<file path="src/rtl/core/fvl_pkg.sv">
// ----------------------------------------------------------------------------
// fvl_pkg
// Shared types, constants and helpers for the float vector length block.
// ----------------------------------------------------------------------------
package fvl_pkg;

    localparam int MAX_LANES = 4;
    // register stages from input acceptance to the result register
    localparam int STAGES      = 22;
    localparam int ROOT_STAGES = 15;

    localparam logic [31:0] QNAN_BITS = 32'h7FC0_0000;
    localparam logic [31:0] INF_BITS  = 32'h7F80_0000;

    // positive double-precision value: sig has its top bit set, exp is the
    // unbiased exponent of that top bit
    typedef struct packed {
        logic               zero;
        logic signed [10:0] exp;
        logic [52:0]        sig;
    } dbl_t;

    typedef enum logic [1:0] {
        SPEC_NONE,
        SPEC_NAN,
        SPEC_INF
    } spec_t;

    // leading zero count of a 24-bit word
    function automatic logic [4:0] lzc24(input logic [23:0] v);
        logic [4:0] n;
        logic       found;
        n     = 5'd0;
        found = 1'b0;
        for (int i = 23; i >= 0; i--) begin
            if (!found) begin
                if (v[i]) begin
                    found = 1'b1;
                end else begin
                    n = n + 5'd1;
                end
            end
        end
        return n;
    endfunction

endpackage

</file>
<file path="src/rtl/core/fvl_root.sv">
// ----------------------------------------------------------------------------
// fvl_root
// Rounds the double sum to binary32, then takes a pipelined square root,
// two result bits per stage, and packs the final result.
// ----------------------------------------------------------------------------
module fvl_root import fvl_pkg::*; (
    input  logic                   aclk,
    input  logic [ROOT_STAGES-1:0] en,
    input  dbl_t                   x,
    input  spec_t                  spec,
    output logic [31:0]            y
);

    localparam int ITERS = 12;

    typedef enum logic [1:0] {
        K_NUM,
        K_ZERO,
        K_INF,
        K_NAN
    } kind_t;

    typedef struct packed {
        kind_t       kind;
        logic [7:0]  ebase;
        logic [47:0] n;
        logic [25:0] rem;
        logic [23:0] root;
    } it_t;

    function automatic it_t sqrt_step(input it_t s);
        it_t         o;
        logic [27:0] r3;
        logic [25:0] t;
        o    = s;
        r3   = {s.rem, s.n[47:46]};
        t    = {s.root, 2'b01};
        o.n  = {s.n[45:0], 2'b00};
        if (r3 >= {2'b00, t}) begin
            o.rem  = 26'(r3 - {2'b00, t});
            o.root = {s.root[22:0], 1'b1};
        end else begin
            o.rem  = r3[25:0];
            o.root = {s.root[22:0], 1'b0};
        end
        return o;
    endfunction

    // ---- round double to binary32 ----
    logic signed [11:0] fe;
    logic               normal;
    logic               tiny;
    logic [5:0]         sh;
    logic [116:0]       rext;
    logic [23:0]        mant;
    logic [24:0]        mr;
    logic [9:0]         ebits;
    logic [32:0]        total;
    logic [30:0]        fbits;

    logic [30:0]        fbits_reg;
    spec_t              spec_reg;

    always_comb begin
        fe     = $signed({x.exp[10], x.exp}) + 12'sd127;
        normal = (fe >= 12'sd1);
        tiny   = (fe < -12'sd33);
        sh     = normal ? 6'd29 : 6'(12'sd30 - fe);
        rext   = {x.sig, 64'd0} >> sh;
        mant   = rext[87:64];
        mr     = {1'b0, mant} + {24'd0, rext[63] && ((|rext[62:0]) || mant[0])};
        ebits  = normal ? 10'(fe - 12'sd1) : 10'd0;
        total  = {ebits, 23'd0} + {8'd0, mr};
        if (x.zero || (!normal && tiny)) begin
            fbits = 31'd0;
        end else if (total >= {1'b0, INF_BITS}) begin
            fbits = INF_BITS[30:0];
        end else begin
            fbits = total[30:0];
        end
    end

    always_ff @(posedge aclk) begin
        if (en[0]) begin
            fbits_reg <= fbits;
            spec_reg  <= spec;
        end
    end

    // ---- root set-up: normalise, make the exponent even ----
    logic [7:0]        pe;
    logic [23:0]       pm_raw;
    logic [4:0]        plz;
    logic [23:0]       pm;
    logic signed [9:0] pex;
    logic signed [9:0] pex2;
    logic signed [9:0] ph;
    it_t               prep;

    it_t               it_reg [0:ITERS];

    always_comb begin
        pe     = fbits_reg[30:23];
        pm_raw = (pe != 8'd0) ? {1'b1, fbits_reg[22:0]} : {1'b0, fbits_reg[22:0]};
        plz    = lzc24(pm_raw);
        pm     = pm_raw << plz;
        pex    = ((pe != 8'd0) ? ($signed({2'b00, pe}) - 10'sd150) : -10'sd149)
                 - $signed({5'd0, plz});
        pex2   = pex[0] ? (pex - 10'sd23) : (pex - 10'sd24);
        ph     = pex2 >>> 1;
        prep.ebase = 8'(ph + 10'sd150);
        prep.n     = pex[0] ? {1'b0, pm, 23'd0} : {pm, 24'd0};
        prep.rem   = 26'd0;
        prep.root  = 24'd0;
        priority if (spec_reg == SPEC_NAN) begin
            prep.kind = K_NAN;
        end else if (spec_reg == SPEC_INF || pe == 8'hFF) begin
            prep.kind = K_INF;
        end else if (fbits_reg == 31'd0) begin
            prep.kind = K_ZERO;
        end else begin
            prep.kind = K_NUM;
        end
    end

    always_ff @(posedge aclk) begin
        if (en[1]) begin
            it_reg[0] <= prep;
        end
    end

    for (genvar k = 1; k <= ITERS; k++) begin : g_iter
        always_ff @(posedge aclk) begin
            if (en[k+1]) begin
                it_reg[k] <= sqrt_step(sqrt_step(it_reg[k-1]));
            end
        end
    end

    // ---- pack: round up when the remainder exceeds the root ----
    it_t         fin;
    logic [24:0] r1;
    logic [31:0] packed_bits;

    always_comb begin
        fin         = it_reg[ITERS];
        r1          = {1'b0, fin.root} + {24'd0, (fin.rem > {2'b00, fin.root})};
        packed_bits = {1'b0, 8'(fin.ebase - 8'd1), 23'd0} + {7'd0, r1};
    end

    always_ff @(posedge aclk) begin
        if (en[ROOT_STAGES-1]) begin
            unique case (fin.kind)
                K_NUM:   y <= packed_bits;
                K_ZERO:  y <= 32'd0;
                K_INF:   y <= INF_BITS;
                K_NAN:   y <= QNAN_BITS;
                default: y <= QNAN_BITS;
            endcase
        end
    end

endmodule

</file>
<file path="config.mk">
export PLATFORM = sky130hd
export DESIGN_NAME = fvl_root
export DESIGN_NICKNAME = d
export VERILOG_FILES = /design/src/rtl/core/fvl_pkg.sv /design/src/rtl/core/fvl_root.sv
export SDC_FILE = /design/constraint.sdc
export NUM_CORES = 2
export LEC_CHECK = 0
export ABC_AREA = 1
export BUFFER_PORTS_ARGS = -buffer_cell sky130_fd_sc_hd__clkbuf_2
export CORE_ASPECT_RATIO = 0.5
export CORE_MARGIN = 1.5
export CORE_UTILIZATION = 55
export CTS_CLUSTER_SIZE = 24
export DETAILED_ROUTE_END_ITERATION = 7
export PLACE_DENSITY = 0.82
export RECOVER_POWER = 100
export SYNTH_ARGS = -nofsm -noshare
export SYNTH_HDL_FRONTEND = slang
export SYNTH_SLANG_ARGS = --single-unit
</file>
<file path="constraint.sdc">
create_clock -name aclk -period 17.9 [get_ports aclk]
set_input_delay 1.79 -clock aclk [delete_from_list [all_inputs] [get_ports aclk]]
set_output_delay 1.79 -clock aclk [all_outputs]
set_load 0.03 [all_outputs]
</file>
=== Word-level counts from Yosys, hierarchy flattened ===
Memories as Yosys holds them, arrays and structs flattened.
Cells that the tools add are included.

* Register bits: 65
* Bits in latches: 0
* Bits in writable memories: 1404
* Bits in read-only memories: 0
* Input port bits: 83
* Output and inout port bits: 32
* Memories kept: 1

{| class="wikitable"
|+ Memory list
! memory !! words !! bits a word !! read ports !! clocked after memory_dff !! wr ports !! RTL line !! RTL
|-
| it_reg || 13 || 108 || 13 || 0 || 13 || fvl_root.sv:100 || <nowiki>it_t it_reg [0:ITERS];</nowiki>
|}

* Add/sub/neg operators: 60
* Multipliers: 0
* Div/mod/pow operators: 0
* Magnitude comparators: 28
* Equality and inequality tests: 6
* Shifts and indexed selects: 2
* Mux-type cells: 177
* Bitwise gates (word level): 0
* Reductions and logical operators: 11

{| class="wikitable"
|+ Operators with widths
! cell !! count
|-
| two-way mux 50 bit || 48
|-
| >= comparator 28 x 26 -> 1 bit || 24
|-
| subtractor 26 bit || 24
|-
| two-way mux 5 bit || 46
|-
| case mux 32 bit (4 select lines) || 1
|-
| right shift 117 x 6 -> 88 bit || 1
|-
| adder 5 x 1 -> 5 bit, second input constant || 23
|-
| two-way mux 1 bit || 73
|-
| OR reduction 63 bit || 1
|-
| adder 24 x 1 -> 25 bit || 2
|-
| two-way mux 48 bit || 1
|-
| adder 33 x 25 -> 33 bit || 1
|-
| >= comparator 33 x 31 -> 1 bit, second input constant || 1
|-
| adder 31 x 25 -> 32 bit || 1
|-
| logical NOT 31 bit || 1
|-
| two-way mux 31 bit || 1
|-
| greater-than comparator 26 x 24 -> 1 bit || 1
|-
| two-way mux 24 bit || 1
|-
| << shifter 24 x 5 -> 24 bit || 1
|-
| two-way mux 9 bit || 2
|-
| subtractor 9 x 6 -> 9 bit, second input constant || 2
|-
| adder 11 x 8 -> 12 bit, second input constant || 1
|-
| >= comparator 12 x 2 -> 1 bit, second input constant || 1
|-
| < comparator 12 x 7 -> 1 bit, second input constant || 1
|-
| other kinds (18) || 25
|}

=== Depth between registers and ports, before layout ===
* Depth after elaboration: 76
* Depth in mapped cells: 113

=== Worst setup path before layout ===
OpenSTA, ideal clock, no wires.

* Path type: reg2reg
* Start point: reg fbits_reg[27]
* End point: mem it_reg[0][105] (netlist name) (data pin)
* Library setup time: 0.260 ns
* Arrival time: 13.890 ns
* Required time: 17.640 ns
* Path slack: 3.749 ns
* Stages on the path, launching flop included: 108
* Path buffers: 1
* Path through: edfxtp_1 nor2_2 nand2_2 nor2_4 nand2_1 inv_1 ha_1 inv_1 a21oi_1 ha_1 a21oi_1 nand2_1 nand2_1 inv_1 ha_1 nand2_1 nand2_1 ha_1 [72 not listed] ha_1 or2_1 a21boi_2 buf_6 fa_1 o21ai_0 inv_1 nor2_1 inv_1 nand2_1 inv_1 ha_1 a21oi_1 xor2_1 nand2_1 nand2_1 nor2_1 xor2_1

{| class="wikitable"
|+ RTL lines
! element !! RTL line !! RTL
|-
| start, declared || fvl_root.sv:61 || <nowiki>logic [30:0] fbits_reg;</nowiki>
|-
| start signal, assigned || fvl_root.sv:85 || <nowiki>fbits_reg <= fbits;</nowiki>
|-
| end, declared || fvl_root.sv:100 ||
|}

==> metrics.cfg <==
[outcome]
run_status = finished with violations
failing_checks = capacitance limit, slew limit

[power_and_ir_drop]
fin_total_pwr_w = 0.00631
static_leak_nw = 25.2
power.sequential.fraction = 0.392
power_frac_clock = 0.248
highest_ir_drop_seen_on_vdd_mv = 0.0802
power_density_nw_per_um2 = 111
pwr-share-comb = 0.360
internal-power_w = 0.00404
sw_frac_of_total = 0.359
p_switching_w = 0.00227

[finish]
largest_register_ff_count = 666
nFillCells = 8156
final_layout_size_suffix_gt1_frac = 0.0450
area_growth_pct = 7.71
final_design_area_no_fill_sq_um = 57100
nets_final = 7026

[critical_path]
critical_path_arrival_ps = 16370
r2r_cells = 111
timing.rr.end = it_reg[0][105]
critical_path_required_ps = 18300
critPathTopFamily = adder cells
cpPeakStageDelay_ps = 510
r2r_slack_ps = 1940
critical_path.most_common_cell = nand2_1
start_kind = flop
timing_worst_setup_path_type = flop to flop
critical_path.max_fanout = 11
regToRegStartpoint = fbits_reg[27]
worstPathBufferInverterCount = 24
end_kind = flop
slowest_stage = nor2_1

[yosys]
yosys_warnings = 0
mappedNetlistArea_sq_um = 53000
ys_seq_area_frac = 0.414
synth_enable_flop_cells = 731
postSynth.topFlopCell = edfxtp_1
post_synth_num_cell_types = 70
netlist_instances = 6480
synth.avg_cell_area_sq_um = 8.17
ys_ff_latch = 731
fraction_of_registers_with_async_set_reset = 0

[clocking]
clockRootBuffer = clkbuf_16
max-clock-path-buffers = 3
htree_levels = 3
clock_tree_from_tritoncts = done
clock_insertion_delay_worst_skew_ps = 670
cts_buffers = 70
cts_post_setup_buffers_inserted = 0
cts.clk_slew.worst_paths_ps = 70
cts-hold-fix-buffers = 0
cts_sinks = 731
cts_repair_resize_count = 0

[placed_design]
place_congestion = 0.966
placement.setup.worst_slack_ps = 2370
detailed_place_hpwl_microns = 91000
port_buffers = 114
placed_cell_area_sq_um = 54800

[sta]
worst_hold_slack_ps = 397
rsz0062_at_grt = false
fmaxAchievable_mhz = 62.6
report.final.setup_viol = 0
fin_crit_ps = 15960
post-route-period-util = 0.892
post-route-worst-setup-slack_ps = 1940
fin_tns_setup_ps = 0
tightestPinTransition_ps = 3200
final-max-slew-violation-count = 899
report.final.hold_viol_count = 0
worst_case_headroom_to_the_max_slew_limit = -1.13
finClkSkew_ps = 39.4

[routing]
drt-vias-per-instance = 5.41
drc_errors = 0
antenna_violating_nets_post_route = 0
drt-initial-drc-count = 2823
dr_total_vias = 42700
wirelength_microns = 116000
routed_wire_length_per_instance_microns = 14.7
total_iterations_of_the_first_detailed_routing_run = 6

[worst_hold_path]
hp-start = it_reg[0][197]
worst_hold_path.endpoint = it_reg[0][309]
worst_hold_path.num_cells = 0
hold_class = flop to flop

[global_routing]
grt_use_total = 0.235
first_pass_grt_wire_length_microns = 193000
grt_start_max_net_pins = 92
vias_in_the_first_global_route = 40800
grt.overflow.total = 0
grt_antenna_before_repair = 1

[floorplanning]
boundaryPins = 115
floorplan.die.height_microns = 222
initial_utilization = 0.555
rows = 80
fp.dieW_microns = 442
core_sq_um = 95400
die-area_sq_um = 98300

[flow_run]
timing.max_cap.violations = 18

==> worst register-to-register path: cells and delay by family (launching register included) <==
| kind | cells | cell delay, ps |
|---|---|---|
| AO/OA/AOI/OAI | 10 | 1450 |
| XOR/XNOR | 2 | 440 |
| adder cells (fa/ha/maj) | 24 | 6430 |
| buffers and inverters | 24 | 1580 |
| flip-flops | 1 | 470 |
| AND/OR/NAND/NOR | 51 | 5380 |
==> power by group through the flow <==
stage,combinational (W),clock (W),sequential [W]
2_1_floorplan,0.00177,0,0.00244
3_3_place_gp,0.00218,0,0.00249
3_5_place_dp,0.00225,0,0.00250
4_1_cts,0.00227,0.00159,0.00247
5_1_grt,0.00259,0.00165,0.00250
6_report,0.00227,0.00156,0.00247
==> layout by cell type, fill, tap and decap left out, drive strengths merged, types with 22 or more instances in the layout <==
cell and instances:
o21bai 39, nor3 98, nand2 1444, clkbuf 216, nor4 52, or2 31
nand3 350, a21oi 323, nand4 94, a31oi 22, nand3b 23, inv 933
edfxtp 731, clkinv 31, xnor2 208, nor2 533, xor2 297, ha 360
o21ai 659
==> cell families after synthesis <==
logic type               after synthesis  share of synthesized area
XOR/XNOR                             505                     0.0840
other                                  1                  0.0000708
multiplexers                          10                    0.00189
AO/OA/AOI/OAI                       1148                      0.117
buffers and inverters               1064                     0.0774
AND/OR/NAND/NOR                     2649                      0.216
flip-flops                           731                      0.414
adder cells (fa/ha/maj)              372                     0.0896
==> metrics by stage <==
step                      utilization  std cells
after floorplan                     -       6481
after global placement          0.575       7770
after detailed placement        0.575       7770
after CTS                       0.600       7895
after global routing            0.598       7895
final                           0.598       7896
==> layout make-up <==
type                            count  area, sq um  area share
Sequential cell                   731        22000       0.385
Multi-Input combinational cell   4686        26900       0.472
Timing Repair Buffer              146          684      0.0120
Clock buffer                       81         1810      0.0318
Clock inverter                     44          583      0.0102
Antenna cell                        1         2.50   0.0000439
Tap cell                         1271         1590      0.0279
Inverter                          936         3520      0.0617
==> per-layer routing <==
metal	vias to the layer above	wire length (microns)	track usage
li1	22000	-	-
met4	0	4090	0.0893
met1	19500	49000	0.280
met3	229	4910	0.0259
met2	1000	58300	0.436
met5	-	0	0
==> synthesized netlist by cell type, types with 13 or more instances <==
cell type	instances	area share
xor2_1	296	0.049
xnor2_1	207	0.034
nand2_1	1428	0.10
nand4_1	94	0.011
nand3b_1	23	0.0033
buf_2	19	0.0018
inv_1	905	0.064
or2_2	25	0.0030
a21oi_1	323	0.031
o21bai_1	39	0.0055
clkbuf_1	87	0.0062
a31oi_1	22	0.0026
nor4_1	52	0.0061
nand2_2	13	0.0015
o21ai_0	590	0.056
a211oi_1	15	0.0021
nor3_1	98	0.0093
nand3_1	343	0.032
edfxtp_1	731	0.41
ha_1	360	0.085
inv_2	21	0.0015
nor2_1	503	0.036
o21ai_1	67	0.0063
==> how the worst max path moves through the flow <==
stage | cells past startpoint | endpoint | start | slack, ps
floorplan | 107 | it_reg[0][105] | fbits_reg[27] | 3750
global placement | 111 | it_reg[0][105] | fbits_reg[24] | 2780
detailed placement | 111 | it_reg[0][105] | fbits_reg[27] | 2370
CTS | 111 | it_reg[0][105] | fbits_reg[27] | 2360
global route | 111 | it_reg[0][105] | fbits_reg[26] | 430
finish | 111 | it_reg[0][105] | fbits_reg[27] | 1940
No activity file was read; power rests on OpenSTA's default activity.
