<file path="src/rtl/core/fvl_pkg.sv">
// ----------------------------------------------------------------------------
// fvl_pkg
// Shared types, constants and helpers for the float vector length block.
// ----------------------------------------------------------------------------
package fvl_pkg;

    localparam int MAX_LANES = 4;
    // register stages from input acceptance to the result register
    localparam int STAGES      = 22;
    localparam int ROOT_STAGES = 15;

    localparam logic [31:0] QNAN_BITS = 32'h7FC0_0000;
    localparam logic [31:0] INF_BITS  = 32'h7F80_0000;

    // positive double-precision value: sig has its top bit set, exp is the
    // unbiased exponent of that top bit
    typedef struct packed {
        logic               zero;
        logic signed [10:0] exp;
        logic [52:0]        sig;
    } dbl_t;

    typedef enum logic [1:0] {
        SPEC_NONE,
        SPEC_NAN,
        SPEC_INF
    } spec_t;

    // leading zero count of a 24-bit word
    function automatic logic [4:0] lzc24(input logic [23:0] v);
        logic [4:0] n;
        logic       found;
        n     = 5'd0;
        found = 1'b0;
        for (int i = 23; i >= 0; i--) begin
            if (!found) begin
                if (v[i]) begin
                    found = 1'b1;
                end else begin
                    n = n + 5'd1;
                end
            end
        end
        return n;
    endfunction

endpackage

</file>
<file path="src/rtl/core/fvl_lane.sv">
// ----------------------------------------------------------------------------
// fvl_lane
// Squares one binary32 magnitude exactly and presents it as a double.
// ----------------------------------------------------------------------------
module fvl_lane import fvl_pkg::*; (
    input  logic        aclk,
    input  logic        en,
    input  logic [31:0] comp,
    output dbl_t        sq
);

    logic [7:0]         e_fld;
    logic [22:0]        f_fld;
    logic [23:0]        m_raw;
    logic [4:0]         lz;
    logic [23:0]        m_norm;
    logic signed [9:0]  e_norm;
    logic               is_zero;

    logic [47:0]        p_reg;
    logic signed [9:0]  e_reg;
    logic               zero_reg;

    always_comb begin
        e_fld   = comp[30:23];
        f_fld   = comp[22:0];
        m_raw   = (e_fld != 8'd0) ? {1'b1, f_fld} : {1'b0, f_fld};
        lz      = lzc24(m_raw);
        m_norm  = m_raw << lz;
        // subnormals sit at the minimum exponent
        e_norm  = ((e_fld != 8'd0) ? ($signed({2'b00, e_fld}) - 10'sd127) : -10'sd126)
                  - $signed({5'd0, lz});
        is_zero = (e_fld == 8'd0) && (f_fld == 23'd0);
    end

    always_ff @(posedge aclk) begin
        if (en) begin
            p_reg    <= m_norm * m_norm;
            e_reg    <= e_norm;
            zero_reg <= is_zero;
        end
    end

    always_comb begin
        sq.zero = zero_reg;
        if (p_reg[47]) begin
            sq.exp = {e_reg, 1'b1};
            sq.sig = {p_reg, 5'd0};
        end else begin
            sq.exp = {e_reg, 1'b0};
            sq.sig = {p_reg[46:0], 6'd0};
        end
    end

endmodule

</file>
<file path="config.mk">
export PLATFORM = sky130hd
export DESIGN_NAME = fvl_lane
export DESIGN_NICKNAME = d
export VERILOG_FILES = /design/src/rtl/core/fvl_pkg.sv /design/src/rtl/core/fvl_lane.sv
export SDC_FILE = /design/constraint.sdc
export NUM_CORES = 1
export LEC_CHECK = 0
export BUFFER_PORTS_ARGS = -buffer_cell sky130_fd_sc_hd__buf_2
export CAP_MARGIN = 40
export CORE_UTILIZATION = 55
export DETAILED_ROUTE_END_ITERATION = 6
export GPL_TIMING_DRIVEN = 0
export PLACE_DENSITY = 0.74
export REMOVE_ABC_BUFFERS = 1
export SETUP_SLACK_MARGIN = 0.1
export SLEW_MARGIN = 20
export SYNTH_ARGS = -nofsm -noshare
export SYNTH_HDL_FRONTEND = slang
export SYNTH_SLANG_ARGS = --single-unit
</file>
<file path="constraint.sdc">
create_clock -name aclk -period 62.4 [get_ports aclk]
set_clock_uncertainty 0.15 [all_clocks]
set_input_delay 3.12 -clock aclk [delete_from_list [all_inputs] [get_ports aclk]]
set_output_delay 3.12 -clock aclk [all_outputs]
set_load 0.005 [all_outputs]
</file>
Word-level counts from Yosys, hierarchy flattened
Index checks and enable logic that the tools add are counted.
{"block": "word_totals", "reg_bits": 59, "latch_bits": 0, "ram_bits": 0, "mem_bits_ro": 0, "input_bits": 34, "word_cells": 129, "n_memories": 0}
{"block": "op_classes", "addsub": 25, "multipliers": 1, "div": 0, "n_lt_le_gt_ge": 0, "n_eq_ne": 0, "shift": 1, "mux": 95, "bitwise_logic": 0, "reduce_logical": 4}
{"cell": "$mux 5", "n": 46}
{"cell": "$add 5x1->5 const B", "n": 23}
{"cell": "$mux 54", "n": 1}
{"cell": "$mul 24x24->48", "n": 1}
{"cell": "$mux 1", "n": 46}
{"cell": "$mux 24", "n": 1}
{"cell": "$shl 24x5->24", "n": 1}
{"cell": "$logic_not 23->1", "n": 1}
{"cell": "$mux 10", "n": 1}
{"cell": "$sub 10x6->10", "n": 1}
{"cell": "$sub 8x7->9 const B", "n": 1}
{"cell": "$logic_not 8->1", "n": 1}
{"cell": "$reduce_bool 8->1", "n": 1}
{"cell": "$logic_and 1x1->1", "n": 1}

Depth between registers and ports, before layout
Gate-level depths: netlist of run 1.
{"block": "logic_depth", "depth_word": 74, "mapped_depth": 121, "mapped_depth_nobuf": 119}

Worst setup path after synthesis of run 1
Ideal clock, no wire load.
{"block": "synth_path", "kind": "input to register", "start": "input port comp[23]", "end": "register p_reg[47] (data pin)", "t_arrival_ps": 26154, "t_required_ps": 61990, "setup_slack_ps": 35836, "path_stages": 115, "path_buffers": 3, "cell_sequence": "inv_1 ha_1 nor4b_4 nand3_1 inv_1 ha_1 nor2_1 nor2_1 ha_1 o21a_1 o21ai_0 inv_1 ha_1 nand2_1 o21ai_0 ha_1 mux2_2 ha_1 (+79 left out) fa_1 inv_1 ha_1 o21ai_0 a21oi_1 a21oi_1 o21ai_0 a21o_1 a21o_1 nand2_1 a21o_1 a32oi_1 a31o_2 nand3_1 a31o_2 o21ai_0 a31oi_1 xnor2_1"}
{"block": "synth_between", "elab_chain_len": 74}
{"item": "start, declared", "line_no": "fvl_lane.sv:8", "rtl": "input logic [31:0] comp,"}
{"item": "$reduce_bool 8->1 *", "line_no": "fvl_lane.sv:27", "rtl": "m_raw = (e_fld != 8'd0) ? {1'b1, f_fld} : {1'b0, f_fld};"}
{"item": "$mux 24 *", "line_no": "fvl_lane.sv:27"}
{"item": "$mux 1", "line_no": "fvl_pkg.sv:37", "rtl": "if (v[i]) begin"}
{"item": "$add 5x1->5", "line_no": "fvl_pkg.sv:40", "rtl": "n = n + 5'd1;"}
{"item": "$mux 5", "line_no": "fvl_pkg.sv:37"}
{"item": "$mux 5", "line_no": "fvl_pkg.sv:36", "rtl": "if (!found) begin"}
{"item": "$add 5x1->5", "line_no": "fvl_pkg.sv:40"}
{"item": "$mux 5", "line_no": "fvl_pkg.sv:37"}
{"item": "(+58 left out)"}
{"item": "$add 5x1->5", "line_no": "fvl_pkg.sv:40"}
{"item": "$mux 5", "line_no": "fvl_pkg.sv:37"}
{"item": "$mux 5", "line_no": "fvl_pkg.sv:36"}
{"item": "$add 5x1->5", "line_no": "fvl_pkg.sv:40"}
{"item": "$mux 5", "line_no": "fvl_pkg.sv:37"}
{"item": "$mux 5", "line_no": "fvl_pkg.sv:36"}
{"item": "$shl 24x5->24 *", "line_no": "fvl_lane.sv:29", "rtl": "m_norm = m_raw << lz;"}
{"item": "$mul 24x24->48 *", "line_no": "fvl_lane.sv:38", "rtl": "p_reg <= m_norm * m_norm;"}
{"item": "end signal, assigned", "line_no": "fvl_lane.sv:38"}
{"item": "end, declared", "line_no": "fvl_lane.sv:20", "rtl": "logic [47:0] p_reg;"}
Mark *: on every way between the ends. The rest lies on a longest branch, timed or not.
A chain may end at the register's enable or synchronous reset.

Worst setup path in the final report of run 1
Ends and elaborated chain as after synthesis.

==> impl_metrics.json, run 1 <==
{
  "cp_slowest_cell": "a211oi_1",
  "synth_top_area_share_pct": 35.0,
  "crit_type": "in -> reg",
  "cpPeakStageDelay_ns": 0.60,
  "grt_max_degree": 59,
  "via_per_inst": 5.69,
  "io_buffers": 92,
  "holdBufCountCts": 0,
  "synth_edf_count": 58,
  "via_count": 19446,
  "cts_setup_buffers": 0,
  "fmax_mhz": 32.4,
  "finalCriticalPeriod_ns": 30.86,
  "period_share_pct": 49.5,
  "slew_violations": 0,
  "worstMarginPinSlew_ns": 0.847,
  "path_max_fanout": 23,
  "cts_made_buffers": 9,
  "nNetsFinal": 3491,
  "drc_errors": 0,
  "outcome": "complete, no violations",
  "gp_congestion": 1.01,
  "crit_path_end_kind": "register",
  "grt_usage_pct": 31.2,
  "clock_sinks": 58,
  "dpl_cell_area_um2": 25400,
  "min_path_type": "in -> reg",
  "cp.depth": 115,
  "async_reset_ff_share_pct": 0,
  "relSlewSlack_pct": 43.3,
  "cts.repair.resized": 0,
  "highest_layer": "met5",
  "drive_above_1_share_pct": 10.5,
  "tns_ns": 0,
  "yosysUniqueCellTypes": 109,
  "drtIter0Drc": 1699,
  "h-tree-depth": 3,
  "place_ws_ns": 31.52,
  "drtPass1Iterations": 6,
  "max-clock-path-buffers": 2,
  "cts_tree": "yes",
  "clk_pin_slew_ns": 0.06,
  "m1WireLength_mm": 27.0,
  "synthTopCellsByArea": "fa_1 35%, ha_1 10%, inv_1 9.6%",
  "initial_utilization_pct": 56.2,
  "coreArea_um2": 43400,
  "wl_per_cell_um": 19.4,
  "stdcell_area_um2": 25700,
  "grt_pass1_vias": 20533,
  "synth_flop_cell": "edfxtp_1",
  "largest_reg_flops": 47,
  "die_area_um2": 45200,
  "num_io_pins": 99,
  "seq_area_frac_synth_pct": 7.15,
  "antenna_found_initial": 2,
  "root_buffer": "clkbuf_16",
  "rsz0062_at_grt": "false",
  "die_w_um": 212,
  "crit_arrival_ns": 30.84,
  "synth.largest_area_cell": "fa_1",
  "route.met3.wl_mm": 4.53,
  "route.antenna.remaining_nets": 0,
  "critPathLaunchType": "input port",
  "fin_ws_ns": 31.54,
  "syn_inst": 2793,
  "synth.avg_cell_area_um2": 8.73,
  "path_common_cell": "ha_1",
  "critPathTopFamily": "adder cells",
  "synth_warnings": 0,
  "synth_seq_cells": 58,
  "grt.overflow.total": 0,
  "hold_viol": 0,
  "max_cap_violations": 0,
  "syn_area_um2": 24400,
  "crit_buf_inv": 13,
  "cp.required_ns": 62.38,
  "dp.final_hpwl_mm": 55.3,
  "wl_met2_mm": 32.4,
  "setup_viol": 0,
  "holdPathStages": 2,
  "grt_first_pass_wirelength_mm": 108,
  "num_rows": 76,
  "layout_common_cells": "621 x inv_1, 426 x fa_1, 286 x nor2_1",
  "die_h_um": 212,
  "area_growth_pct": 5.53,
  "fillCellCount": 3844,
  "drt-total-wl_mm": 66.3,
  "final_common_cell": "inv_1"
}
-- stage by stage --
| stage | hold slack (ns) | utilization [%] | instances |
|---|---|---|---|
| 2_1_floorplan | 3.08 | - | 2709 |
| 3_3_place_gp | 3.35 | 57.9 | 3386 |
| 3_5_place_dp | 3.35 | 58.5 | 3399 |
| 4_1_cts | 2.95 | 59.2 | 3415 |
| 5_1_grt | 2.99 | 59.3 | 3420 |
| 6_report | 2.97 | 59.3 | 3420 |
-- synthesized netlist by cell type, types with 25 or more instances --
| master | n |
|---|---|
| nand3_1 | 59 |
| xor2_1 | 27 |
| mux2i_1 | 64 |
| nor2b_1 | 25 |
| inv_1 | 621 |
| nor2_1 | 286 |
| clkbuf_1 | 27 |
| xnor2_1 | 74 |
| fa_1 | 426 |
| mux2_2 | 65 |
| nand2b_1 | 25 |
| nor3_1 | 50 |
| ha_1 | 202 |
| a21oi_1 | 81 |
| o21ai_0 | 64 |
| edfxtp_1 | 58 |
| nand2_1 | 214 |
| buf_2 | 34 |
-- final cells by class --
cell class                      count  area (um^2)  area share (%)
Timing Repair Buffer              109          716            2.78
Inverter                          637         2390            9.31
Multi-Input combinational cell   2014        19800            77.1
Sequential cell                    58         1740            6.77
Antenna cell                        1         2.50         0.00973
Clock buffer                       10          229           0.890
Clock inverter                      6         81.3           0.316
Tap cell                          585          732            2.85
-- worst paths after layout --
path | startpoint | slack, ns | end
setup / recovery | comp[23] | 31.54 | p_reg[47]$_DFFE_PP_
hold / removal | comp[29] | 2.97 | e_reg[8]$_DFFE_PP_
-- layer usage --
metal | GRT usage (%) | vias to the layer above
li1 | - | 8911
met1 | 39.8 | 9643
met2 | 53.1 | 738
met3 | 5.11 | 152
met4 | 11.6 | 2
met5 | 0 | -
-- cell families after synthesis --
kind of cell               share of synthesized area (%)
muxes                                               5.92
buffers and inverters                               11.8
other                                             0.0154
and+or+nand+nor                                     16.4
xor gates and xnor gates                            4.70
AOI/OAI and AO/OA                                   8.57
DFF                                                 7.15
adders and majority gates                           45.5
Power of run 1 is left out: the tool's default activity adds up to more than one toggle a clock period on the data nets, which glitch-free logic cannot reach.
==> run 2: changes to the inputs <==
==> constraint.sdc (replaced) <==
create_clock -name aclk -period 30.2 [get_ports aclk]
set_clock_uncertainty 0.15 [all_clocks]
set_input_delay 1.51 -clock aclk [delete_from_list [all_inputs] [get_ports aclk]]
set_output_delay 1.51 -clock aclk [all_outputs]
set_load 0.005 [all_outputs]
==> run 2 against run 1 <==
Against the previous run:
- first-iteration DRC count is 3.4% lower
- critical path depth is 2 higher
- highest routed layer unchanged
- non-clock buffer count stayed put
- critical path type unchanged
- core utilization is 0.061 points higher
==> impl_metrics.json, run 2 (synthesis gave the netlist of run 1 again) <==
{
  "outcome": "complete, no violations",
  "die_h_um": 212,
  "io_buffers": 92,
  "hold_start": "comp[29]",
  "holdBufCountCts": 0,
  "dpl_cell_area_um2": 25400,
  "route.antenna.remaining_nets": 0,
  "final_common_cell": "inv_1",
  "max-clock-path-buffers": 2,
  "fin_ws_ns": 1.63,
  "final_util_pct": 59.4,
  "grt.overflow.total": 0,
  "nNetsFinal": 3491,
  "gp_congestion": 1.01,
  "grt_first_pass_wirelength_mm": 108,
  "die_w_um": 212,
  "wl_per_cell_um": 19.4,
  "hold_end": "e_reg[8]$_DFFE_PP_",
  "setup_viol": 0,
  "drive_above_1_share_pct": 10.7,
  "critPathLaunchType": "input port",
  "num_rows": 76,
  "cts_setup_buffers": 0,
  "grt_max_degree": 59,
  "die_area_um2": 45200,
  "root_buffer": "clkbuf_16",
  "area_growth_pct": 5.64,
  "drc_errors": 0,
  "finalCriticalPeriod_ns": 28.57,
  "place_ws_ns": 0.934,
  "antenna_found_initial": 2,
  "cpPeakStageDelay_ns": 0.53,
  "h-tree-depth": 3,
  "slew_violations": 0,
  "cp_slowest_cell": "and2_1",
  "drtIter0Drc": 1641,
  "via_per_inst": 5.70,
  "num_io_pins": 99,
  "relSlewSlack_pct": 38.4,
  "cts.repair.resized": 0,
  "initial_utilization_pct": 56.2,
  "layout_common_cells": "621 x inv_1, 426 x fa_1, 286 x nor2_1",
  "period_share_pct": 94.6,
  "cts_made_buffers": 9,
  "path_common_cell": "ha_1",
  "min_path_type": "in -> reg",
  "grt_usage_pct": 31.2,
  "fmax_mhz": 35.0,
  "cp.required_ns": 30.18,
  "crit_type": "in -> reg",
  "drt-total-wl_mm": 66.4,
  "crit_buf_inv": 13,
  "path_max_fanout": 23,
  "drtPass1Iterations": 6,
  "cts_tree": "yes",
  "worstMarginPinSlew_ns": 0.914,
  "hold_viol": 0,
  "clock_sinks": 58,
  "holdPathStages": 2,
  "via_count": 19478,
  "clk_pin_slew_ns": 0.06,
  "largest_reg_flops": 47,
  "crit_arrival_ns": 28.55,
  "coreArea_um2": 43400,
  "dp.final_hpwl_mm": 55.3,
  "grt_pass1_vias": 20533,
  "fillCellCount": 3840,
  "max_cap_violations": 0,
  "stdcell_area_um2": 25700,
  "rsz0062_at_grt": "false",
  "crit_path_end_kind": "register",
  "critPathTopFamily": "adder cells",
  "tns_ns": 0
}
==> run 2: cell counts in the layout (fill, tap and decap cells not counted) <==
Identical to the previous run, type by type.
==> run 2: how the worst max path moves through the flow <==
stage | from | end | slack, ns | depth (start not counted)
2_1_floorplan | comp[23] | p_reg[47]$_DFFE_PP_ | 5.00 | 114
3_3_place_gp | comp[23] | p_reg[46]$_DFFE_PP_ | 0.90 | 114
3_5_place_dp | comp[23] | p_reg[47]$_DFFE_PP_ | 0.93 | 115
4_1_cts | comp[23] | p_reg[47]$_DFFE_PP_ | 1.27 | 115
5_1_grt | comp[23] | p_reg[47]$_DFFE_PP_ | 0.20 | 115
6_report | comp[23] | p_reg[46]$_DFFE_PP_ | 1.63 | 117
==> run 2: cell type report <==
type                       count  area [um^2]  area share (%)
clock inverter                 6         81.3           0.316
multi-input combinational   2014        19800            77.1
clock buffer                  10          229           0.889
inverter                     637         2390            9.30
timing repair buffer         109          716            2.78
sequential                    58         1740            6.77
tap                          585          732            2.84
antenna                        1         2.50         0.00972
==> run 2: layer usage <==
metal	global-route usage, %	routed length (um)	vias to the layer above
met5	0	11	-
met4	11.6	2320	2
met3	5.11	4330	150
met2	53.1	32500	731
met1	39.8	27200	9698
li1	-	-	8897
==> run 2: metrics by stage <==
| stage | std cells | hold slack (ns) |
|---|---|---|
| 3_5_place_dp | 3399 | 1.74 |
| 2_1_floorplan | 2709 | 1.47 |
| 5_1_grt | 3420 | 1.38 |
| 4_1_cts | 3415 | 1.34 |
| 3_3_place_gp | 3386 | 1.74 |
| 6_report | 3420 | 1.37 |
Power of run 2 is left out for the same reason.
==> run 3: changes to the inputs <==
--- a/config.mk
+++ b/config.mk
@@ -7,10 +7,10 @@
 export LEC_CHECK = 0
 export BUFFER_PORTS_ARGS = -buffer_cell sky130_fd_sc_hd__buf_2
 export CAP_MARGIN = 40
-export CORE_UTILIZATION = 55
+export CORE_UTILIZATION = 60
 export DETAILED_ROUTE_END_ITERATION = 6
 export GPL_TIMING_DRIVEN = 0
-export PLACE_DENSITY = 0.74
+export PLACE_DENSITY = 0.8
 export REMOVE_ABC_BUFFERS = 1
 export SETUP_SLACK_MARGIN = 0.1
 export SLEW_MARGIN = 20
==> run 3 against run 2 <==
Against the previous run:
- final cell count fell by 1.6%
- count of clock-buffer cells in the layout did not move
- die area fell by 8.3%
- sequential share of layout area barely moved
- flip-flop and latch count did not move
- maximum frequency fell by 0.92%
- critical endpoint is now p_reg[47]$_DFFE_PP_
- routed wire length rose by 0.56%
- highest routed layer unchanged
- critical path depth rose by 2
==> impl_metrics.json, run 3 (synthesis gave the netlist of run 1 again) <==
{
  "multi_input_area_um2": 19900,
  "crit_arrival_ns": 28.82,
  "critPathLaunchType": "input port",
  "dpl_cell_area_um2": 25300,
  "layout_common_cells": "620 x inv_1, 426 x fa_1, 286 x nor2_1",
  "cp.required_ns": 30.19,
  "fillCellCount": 3316,
  "max-clock-path-buffers": 2,
  "rsz0062_at_grt": "true",
  "clock_sinks": 58,
  "num_io_pins": 99,
  "final_common_cell": "inv_1",
  "die_area_um2": 41400,
  "area_growth_pct": 5.48,
  "route.antenna.remaining_nets": 0,
  "stdcell_area_um2": 25700,
  "num_rows": 73,
  "drc_errors": 0,
  "cp_slowest_cell": "fa_1",
  "grt_first_pass_wirelength_mm": 109,
  "cts_made_buffers": 9,
  "worstMarginPinSlew_ns": 0.826,
  "via_count": 19754,
  "die_w_um": 204,
  "path_max_fanout": 23,
  "grt.overflow.total": 0,
  "wl_per_cell_um": 19.8,
  "period_share_pct": 95.5,
  "min_path_type": "in -> reg",
  "post-place-cells": 3340,
  "hold_viol": 0,
  "largest_reg_flops": 47,
  "cts_tree": "yes",
  "cpPeakStageDelay_ns": 0.66,
  "initial_utilization_pct": 61.1,
  "drtIter0Drc": 1594,
  "grt_pass1_vias": 21019,
  "path_common_cell": "ha_1",
  "via_per_inst": 5.87,
  "h-tree-depth": 3,
  "nNetsFinal": 3496,
  "max_cap_violations": 0,
  "outcome": "complete, no violations",
  "antenna_cells": 0,
  "setup_viol": 0,
  "crit_path_end_kind": "register",
  "drt-total-wl_mm": 66.8,
  "grt_max_degree": 59,
  "antenna_found_initial": 0,
  "drtPass1Iterations": 6,
  "grt_usage_pct": 34.0,
  "relSlewSlack_pct": 44.9,
  "fmax_mhz": 34.7,
  "coreArea_um2": 39900,
  "gp_congestion": 0.987,
  "clk_pin_slew_ns": 0.06,
  "whs_ns": 1.35,
  "slew_violations": 0,
  "io_buffers": 92,
  "regArea_um2": 1740,
  "finalCriticalPeriod_ns": 28.83,
  "dp.final_hpwl_mm": 55.5,
  "root_buffer": "clkbuf_16",
  "die_h_um": 204,
  "final_cells": 3364,
  "drive_above_1_share_pct": 11.0,
  "holdBufCountCts": 0,
  "crit_type": "in -> reg"
}
==> run 3: cell types whose count changed in the layout (fill, tap and decap cells not counted), sizes merged <==
cell and delta:
buf +5, diode -1
==> run 3: routing by layer <==
metal  vias to the layer above  GRT usage (%)  part of all wire, %
met5                         -              0                0.063
met4                         2           16.8                  4.9
met3                       241           6.14                  7.4
met2                       899           57.0                   48
met1                      9699           42.5                   39
li1                       8913              -                    -
==> run 3: cell type report <==
class                   instances  area share (%)
inverters                     637            9.31
flip-flops and latches         58            6.78
well taps                     525            2.56
clock buffers                  10           0.891
repair buffers                114            2.90
multi-input cells            2014            77.3
clock inverters                 6           0.316
==> run 3: what timing repair did <==
action                                  CTS  global route
endpoints found under the setup margin    0            13
hold endpoints to repair                  0             0
buffers inserted                          0             3
gates resized for setup                   0            15
==> run 3: stage by stage <==
| stage | TNS, ns | util, % | setup WS, ns |
|---|---|---|---|
| after global placement | 0 | 62.7 | 0.752 |
| final | 0 | 64.4 | 1.37 |
| after floorplan | 0 | - | 5.00 |
| after CTS | 0 | 64.1 | 0.911 |
| after detailed placement | 0 | 63.3 | 0.653 |
| after global routing | -0.0663 | 64.4 | -0.0663 |
==> run 3: critical path: cells and delay by family <==
kind / cells / cell delay (ns)
muxes: 17 / 4.23
buffers and inverters: 15 / 1.79
adders and majority gates: 31 / 11.58
and+or+nand+nor: 24 / 3.39
xor gates and xnor gates: 1 / 0.15
AOI/OAI and AO/OA: 31 / 6.12
==> run 3: worst paths after layout <==
check,to,cells after the start,slack [ns],startpoint
setup / recovery,p_reg[47]$_DFFE_PP_,119,1.37,comp[23]
hold / removal,e_reg[8]$_DFFE_PP_,2,1.35,comp[29]
Power of run 3 is left out for the same reason.
